### src/dfs_spanning_forest_parents_top_assert.svh
// Assertion macros for the depth-first forest block.
// Used by the top level; expects signals named clk and rst in scope.
`ifndef DFS_SPANNING_FOREST_PARENTS_TOP_ASSERT_SVH
`define DFS_SPANNING_FOREST_PARENTS_TOP_ASSERT_SVH

// Same-cycle implication, disabled during reset.
`define DFS_ASSERT_NOW(label, ante, cons) \
  label: assert property (@(posedge clk) disable iff (rst) (ante) |-> (cons)) \
    else $error("dfs assertion failed");

// Next-cycle implication, disabled during reset.
`define DFS_ASSERT_NEXT(label, ante, cons) \
  label: assert property (@(posedge clk) disable iff (rst) (ante) |=> (cons)) \
    else $error("dfs assertion failed");

`endif

### src/dfs_pkg.sv
// Shared types and constants for the depth-first forest block.
// No dependencies; used by every module of the block except dfs_ram.
`default_nettype none

package dfs_pkg;

  localparam int MAX_VERTS   = 32;
  localparam int VERT_W      = 5;
  localparam int STACK_DEPTH = 1024;
  localparam int SA_W        = $clog2(STACK_DEPTH);
  localparam int SP_W        = SA_W + 1;

  localparam logic [1:0] ACT_CLEAR = 2'd0;
  localparam logic [1:0] ACT_ADD   = 2'd1;
  localparam logic [1:0] ACT_RUN   = 2'd2;

  typedef logic [VERT_W-1:0] vert_t;

  typedef struct packed {
    logic [1:0] action;
    vert_t      first_vertex;
    vert_t      second_vertex;
  } in_req_t;

  typedef struct packed {
    vert_t vertex;
    vert_t parent_vertex;
    logic  last;
  } out_res_t;

  typedef struct packed {
    logic clear_graph;
    logic set_edge;
    logic start_run;
    logic root_push;
    logic root_next;
    logic pop;
    logic mark;
    logic scan_step;
    logic emit_load;
  } dp_cmd_t;

  typedef struct packed {
    logic n_zero;
    logic root_visited;
    logic root_last;
    logic sp_zero;
    logic popped_visited;
    logic scan_last;
    logic scan_push;
    logic emit_last;
    logic out_free;
  } dp_status_t;

endpackage

`default_nettype wire

### src/dfs_ctrl.sv
// Controller state machine: sequences edge loads, the stack walk and result emission.
// Depends on dfs_pkg.
`default_nettype none

module dfs_ctrl (
  input  wire logic                clk,
  input  wire logic                rst,
  input  wire logic                in_valid,
  output logic                     in_ready,
  input  wire logic [1:0]          in_action,
  input  wire dfs_pkg::dp_status_t status,
  output dfs_pkg::dp_cmd_t         cmd
);

  import dfs_pkg::*;

  typedef enum logic [5:0] {
    S_IDLE  = 6'b000001,
    S_ROOT  = 6'b000010,
    S_POP   = 6'b000100,
    S_CHECK = 6'b001000,
    S_SCAN  = 6'b010000,
    S_EMIT  = 6'b100000
  } state_t;

  state_t state, state_next;

  always_ff @(posedge clk) begin
    if (rst) begin
      state <= S_IDLE;
    end else begin
      state <= state_next;
    end
  end

  always_comb begin
    state_next = state;
    cmd        = '0;
    in_ready   = 1'b0;
    unique case (state)
      S_IDLE: begin
        in_ready = 1'b1;
        if (in_valid) begin
          unique case (in_action)
            ACT_CLEAR: cmd.clear_graph = 1'b1;
            ACT_ADD:   cmd.set_edge = 1'b1;
            ACT_RUN: begin
              if (!status.n_zero) begin
                cmd.start_run = 1'b1;
                state_next    = S_ROOT;
              end
            end
            default: ;
          endcase
        end
      end
      S_ROOT: begin
        if (status.root_visited) begin
          if (status.root_last) begin
            state_next = S_EMIT;
          end else begin
            cmd.root_next = 1'b1;
          end
        end else begin
          cmd.root_push = 1'b1;
          state_next    = S_POP;
        end
      end
      S_POP: begin
        cmd.pop    = 1'b1;
        state_next = S_CHECK;
      end
      S_CHECK: begin
        if (status.popped_visited) begin
          state_next = status.sp_zero ? S_ROOT : S_POP;
        end else begin
          cmd.mark   = 1'b1;
          state_next = S_SCAN;
        end
      end
      S_SCAN: begin
        cmd.scan_step = 1'b1;
        if (status.scan_last) begin
          state_next = (status.sp_zero && !status.scan_push) ? S_ROOT : S_POP;
        end
      end
      S_EMIT: begin
        if (status.out_free) begin
          cmd.emit_load = 1'b1;
          if (status.emit_last) begin
            state_next = S_IDLE;
          end
        end
      end
      default: state_next = S_IDLE;
    endcase
  end

endmodule

`default_nettype wire

### config.mk
export PLATFORM = sky130hd
export DESIGN_NAME = dfs_ctrl
export DESIGN_NICKNAME = d
export VERILOG_FILES = /design/src/dfs_spanning_forest_parents_top_assert.svh /design/src/dfs_pkg.sv /design/src/dfs_ctrl.sv
export SDC_FILE = /design/constraint.sdc
export NUM_CORES = 1
export LEC_CHECK = 0
export ABC_AREA = 1
export CELL_PAD_IN_SITES_DETAIL_PLACEMENT = 0
export CELL_PAD_IN_SITES_GLOBAL_PLACEMENT = 1
export CORE_UTILIZATION = 35
export CTS_CLUSTER_DIAMETER = 100
export CTS_CLUSTER_SIZE = 40
export DETAILED_ROUTE_END_ITERATION = 12
export DONT_BUFFER_PORTS = 1
export GPL_TIMING_DRIVEN = 1
export PLACE_DENSITY = 0.69
export SETUP_SLACK_MARGIN = 0.02
export SYNTH_ARGS = -nofsm -noshare
export SYNTH_HDL_FRONTEND = slang
export SYNTH_SLANG_ARGS = --single-unit
### constraint.sdc
create_clock -name clk -period 1.4 [get_ports clk]
set_input_delay 0.14 -clock clk [delete_from_list [all_inputs] [get_ports clk]]
set_output_delay 0.14 -clock clk [all_outputs]
set_load 0.005 [all_outputs]
==> results of run 1 <==
==> cell type report <==
cell class | count | area (um2) | share of cell area, %
Multi-Input combinational cell | 59 | 307 | 51.9
Tap cell | 14 | 17.5 | 2.97
Timing Repair Buffer | 5 | 40.0 | 6.78
Clock buffer | 3 | 22.5 | 3.81
Sequential cell | 6 | 129 | 21.8
Inverter | 20 | 75.1 | 12.7
==> cell usage after synthesis <==
cell	count	area share, %
nor2_4	2	4.8
nor2_1	16	13
nand4_1	5	6.6
nor4_1	1	1.3
nand2_1	20	16
a21oi_1	2	2.1
clkinv_1	1	0.80
o211ai_1	1	1.6
inv_2	3	2.4
dfxtp_1	6	26
nand3_1	8	8.5
nor2_2	2	2.7
inv_1	16	13
nor3_1	1	1.1
o21ai_1	1	1.1
==> what timing repair did <==
item | in CTS | in global routing
hold endpoints to repair | 4 | 0
buffers inserted | 0 | 4
resized for setup | 3 | 13
pin swaps | 0 | 4
hold buffers | 1 | 0
endpoints found under the setup margin | 2 | 4
==> path summary, 6_finish.rpt <==
path,endpoint
max,cmd[7]
min,state[0]$_SDFFE_PP1P_
max reg2reg,state[5]$_SDFFE_PP0P_
min reg2reg,state[5]$_SDFFE_PP0P_
==> critical path, delay by kind of cell, from the launching register on <==
kind / cells / cell delay, ps
buf+inv: 2 / 130
simple gates: 5 / 490
flops: 1 / 330
==> metal layers <==
| layer | track usage, % | vias to the layer above | wire (um) |
|---|---|---|---|
| li1 | - | 281 | - |
| met2 | 27.5 | 27 | 554 |
| met5 | 0 | - | 0 |
| met1 | 21.1 | 231 | 499 |
| met3 | 5.78 | 2 | 116 |
| met4 | 7.76 | 0 | 12 |
==> through the flow <==
stage               hold WS [ps]  area (um2)  instances  power [W]
floorplan                    209         470         85   0.000533
global placement             212         488         99   0.000610
detailed placement           213         488         99   0.000603
CTS                         24.1         529        103   0.000785
global route                43.1         591        107    0.00101
finish                      17.1         591        107   0.000953
==> power groups by stage <==
stage | Combinational, W | Clock [W] | Sequential, W
after floorplan | 0.000292 | 0 | 0.000241
after global placement | 0.000363 | 0 | 0.000247
after detailed placement | 0.000357 | 0 | 0.000246
after CTS | 0.000374 | 0.000166 | 0.000245
after global routing | 0.000591 | 0.000168 | 0.000256
final | 0.000534 | 0.000167 | 0.000252
==> logic make-up after synthesis <==
family                 count (synthesis)
AOI/OAI and AO/OA                      4
buffers and inverters                 20
DFF                                    6
and+or+nand+nor                       55
==> qor.yml, run 1 <==
wirelength_um: 1180
synth_xor_area_share_pct: 0
final_hold_viol_count: 0
swShare_pct: 43.4
drive_gt1_share_pct: 28.0
place_ws_ps: 182
end_kind: "primary output"
setup_viol: 0
final_cell_mix: "17 x nand2_1, 15 x nor2_1, 14 x inv_1"
fin_nets: 109
finalSetupTns_ps: 0
cts.clk_slew.worst_paths_ps: 50
fin_util_pct: 50.4
drt_first_iter_violations: 8
maxCapViolations: 0
port_buffers: 0
final_common_cell: "nand2_1"
grt-ovfl-total: 0
htree_levels: 1
rows: 12
hp-class: "in2reg"
reg_top3: "state (6)"
cts-root-buf: "clkbuf_4"
largest_reg_flops: 6
cts_buffer_depth: 2
syn_inst: 85
fp.coreArea_mm2: 0.00117
pwr-share-clk_pct: 17.5
cp_max_fo: 4
grt_pass1_wl_um: 1740
grt_start_max_net_pins: 8
worst-r2r-setup-slack_ps: 130
tightest_slew_ps: 320
final_antenna_net_count: 0
die_h_um: 38.7
fillerInstances: 125
synthSimpleGateAreaFrac_pct: 53.7
cpPeakStageDelay_ps: 330
slew_violations: 0
timing.final.ws_setup_ps: 39.9
die_area_mm2: 0.00149
synth_nets: 99
ys_types: 15
synth.cell_area_um2: 470
rsz0062_at_grt: "true"
cts_inserted_buffers: 3
startpoint: "state[2]$_SDFFE_PP0P_"
cts_tree: "done"
reg2reg_from: "state[1]$_SDFFE_PP0P_"
fmax_mhz: 735
firstDrtPassIters: 4
clkLatencyLatePin_ps: 260
power_frac_comb_pct: 56.0
ir_worst_vdd_mv: 0.606
clock_skew_ps: 8.45
pwr-share-seq_pct: 26.5
vias_per_cell: 5.06
first_global_vias: 442
yosysSeqAreaShare_pct: 25.5
synth_top_family_by_area: "simple AND/OR/NAND/NOR gates"
boundaryPins: 24
reg2regPathDepth: 10
final.period_utilization_pct: 97.1
clock-sinks: 6
p_sw_w: 0.000413
initial_utilization_pct: 40.2
die_x_um: 38.7
worst_path_max_delay_cell: "dfxtp_2"
path_cells: "inv_2, nand2_2, nor2_4, nand2_2, inv_2, nand2_2, nor3_4"
min-delay-start: "rst"
vias: 541
avgSynthCellArea_um2: 5.53
regMostFlops: "state"
p_leak_nw: 0.322
dp_hpwl_um: 879
p_per_area_mw_per_mm2: 1610
grtUsageTotal_pct: 17.4
crit_type: "reg2out"
antennaDiodeCount: 0
antenna_found_initial: 0
synthMuxAreaShare_pct: 0
crit_arrival_ps: 1220
synth-compound-area-share_pct: 4.79
yosys_warnings: 0
synthAdderAreaFrac_pct: 0
start_kind: "flop"
routedWlPerCell_um: 11.1
min_delay_path_depth: 2
cp_common_cell: "nand2_2"
gp_congestion: 0.822
status: "complete, no violations"
ys_seq_elements: 6
area_delta_synth_final_pct: 25.5
fin_crit_ps: 1360
crit_required_ps: 1260
drc: 0
slew_headroom_pct: 78.4
p_int_w: 0.000539
No activity file was read; power rests on OpenSTA's default activity.
==> inputs of run 2 (changes only) <==
PLACE_DENSITY = unset   (was 0.69)
PLACE_DENSITY_LB_ADDON = 0.15   (was unset)
==> qor.yml, run 2 (synthesis gave the netlist of run 1 again) <==
vias_per_cell: 5.12  # was 5.06
antennaDiodeCount: 0  # unchanged
routed-wl-met3_um: 82  # was 116 um
antenna_found_initial: 0  # unchanged
finalSetupTns_ps: 0  # unchanged
die_x_um: 38.7  # unchanged
gp_congestion: 0.811  # was 0.822
worstReg2RegEnd: "state[1]$_SDFFE_PP0P_"  # was state[5]$_SDFFE_PP0P_
largest_reg_flops: 6  # unchanged
reg_top3: "state (6)"  # unchanged
die_area_mm2: 0.00149  # unchanged
fmax_mhz: 755  # was 735 MHz
p_per_area_mw_per_mm2: 1580  # was 1610 mW/mm2
rows: 12  # unchanged
grtUsageTotal_pct: 18.6  # was 17.4%
cpPeakStageDelay_ps: 320  # was 330 ps
cts_tree: "done"  # unchanged
initial_utilization_pct: 40.2  # unchanged
fin_nets: 107  # was 109
final_common_cell: "nand2_1"  # unchanged
finish.instance_area_um2: 578  # was 591 um2
crit_arrival_ps: 1180  # was 1220 ps
wirelength_um: 1140  # was 1180 um
fillerInstances: 143  # was 125
port_buffers: 0  # unchanged
crit_type: "reg2out"  # unchanged
grt_pass1_wl_um: 1860  # was 1740 um
path_cells: "inv_2, nand2_2, nor2_4, nand2_4, inv_4, nand2_2, nor3_2"  # was inv_2, nand2_2, nor2_4, nand2_2, inv_2, nand2_2, nor3_4
regMostFlops: "state"  # unchanged
slew_violations: 0  # unchanged
wl_met2_um: 569  # was 554 um
first_global_vias: 447  # was 442
reg2reg_from: "state[4]$_SDFFE_PP0P_"  # was state[1]$_SDFFE_PP0P_
clock_skew_ps: 1.10  # was 8.45 ps
hp-class: "in2reg"  # unchanged
rsz0062_at_grt: "true"  # unchanged
wl_met1_um: 483  # was 499 um
final_cell_mix: "17 x nand2_1, 14 x nor2_1, 14 x inv_1"  # was 17 x nand2_1, 15 x nor2_1, 14 x inv_1
worst_path_max_delay_cell: "dfxtp_2"  # unchanged
start_kind: "flop"  # unchanged
dr.max_layer_used: "met4"  # unchanged
cp_common_cell: "nand2_2"  # unchanged
clock-sinks: 6  # unchanged
grt_start_max_net_pins: 8  # unchanged
setup_viol: 0  # unchanged
cts.clk_slew.worst_paths_ps: 40  # was 50 ps
drt_first_iter_violations: 11  # was 8
worstSetupEndpoint: "cmd[7]"  # unchanged
end_kind: "primary output"  # unchanged
cts-root-buf: "clkbuf_4"  # unchanged
htree_levels: 1  # unchanged
fin_crit_ps: 1320  # was 1360 ps
post_dp_cell_area_um2: 488  # unchanged
status: "complete, no violations"  # unchanged
firstDrtPassIters: 6  # was 4
vias: 538  # was 541
p_leak_nw: 0.309  # was 0.322 nW
reg2regPathDepth: 6  # was 10
area_delta_synth_final_pct: 22.9  # was 25.5%
cp_max_fo: 5  # was 4
cts_inserted_buffers: 3  # unchanged
tightest_slew_ps: 264  # was 320 ps
slew_headroom_pct: 82.3  # was 78.4%
drive_gt1_share_pct: 28.6  # was 28.0%
fp.coreArea_mm2: 0.00117  # unchanged
maxCapViolations: 0  # unchanged
worst-r2r-setup-slack_ps: 170  # was 130 ps
final_antenna_net_count: 0  # unchanged
cts_buffer_depth: 2  # unchanged
ir_worst_vdd_mv: 0.837  # was 0.606 mV
dp_hpwl_um: 897  # was 879 um
final.period_utilization_pct: 94.6  # was 97.1%
fin_util_pct: 49.4  # was 50.4%
startpoint: "state[3]$_SDFFE_PP0P_"  # was state[2]$_SDFFE_PP0P_
die_h_um: 38.7  # unchanged
routedWlPerCell_um: 10.8  # was 11.1 um
grt-ovfl-total: 0  # unchanged
final_hold_viol_count: 0  # unchanged
boundaryPins: 24  # unchanged
crit_required_ps: 1260  # about the same
drc: 0  # unchanged
clkLatencyLatePin_ps: 240  # was 260 ps
## run 2: metrics by stage
step	setup WS (ps)	power, W	hold slack [ps]	instances
floorplan	310	0.000533	209	85
global route	2.32	0.000991	39.8	105
finish	75.4	0.000913	41.3	105
CTS	26.0	0.000784	31.3	103
global placement	164	0.000605	211	99
detailed placement	174	0.000602	212	99
## run 2: repair_timing
| item | CTS | global route |
|---|---|---|
| endpoints found under the hold margin | 4 | 0 |
| hold buffers | 1 | 0 |
| gates resized for setup | 3 | 14 |
| setup buffers | 0 | 2 |
| pin swaps | 0 | 4 |
| endpoints found under the setup margin | 2 | 3 |
## run 2: critical path: cells and delay by family (launching register included)
| kind | cells | cell delay, ps |
|---|---|---|
| buffers and inverters | 2 | 140 |
| DFF | 1 | 320 |
| and+or+nand+nor | 5 | 480 |
## run 2: metal layers
metal | global-route usage [%] | up-vias
li1 | - | 276
met1 | 22.1 | 239
met2 | 28.3 | 21
met3 | 8.67 | 2
met4 | 7.76 | 0
met5 | 0 | -
## run 2: final cells by class
class | count | area, um2 | share of cell area [%]
clock buffer | 3 | 22.5 | 3.90
multi-input combinational | 59 | 309 | 53.5
timing repair buffer | 3 | 25.0 | 4.33
sequential | 6 | 126 | 21.9
tap | 14 | 17.5 | 3.03
inverter | 20 | 77.6 | 13.4
## run 2: how the worst min path moves through the flow
stage                     startpoint                     to  slack (ps)  cells past startpoint
final                            rst  state[0]$_SDFFE_PP1P_          40                      2
after global routing             rst  state[0]$_SDFFE_PP1P_          40                      2
after CTS                        rst  state[0]$_SDFFE_PP1P_          30                      2
after detailed placement         rst  state[4]$_SDFFE_PP0P_         210                      1
after global placement           rst  state[1]$_SDFFE_PP0P_         210                      1
after floorplan                  rst  state[1]$_SDFFE_PP0P_         210                      1
## run 2: report_power, final
| group | total [W] | internal, W | leakage [nW] | switching, W |
|---|---|---|---|---|
| Sequential | 0.000253 | 0.000212 | 0.0504 | 0.0000414 |
| Clock | 0.000159 | 0.0000969 | 0.0138 | 0.0000621 |
| Combinational | 0.000501 | 0.000199 | 0.245 | 0.000302 |
| Total | 0.000913 | 0.000508 | 0.309 | 0.000406 |
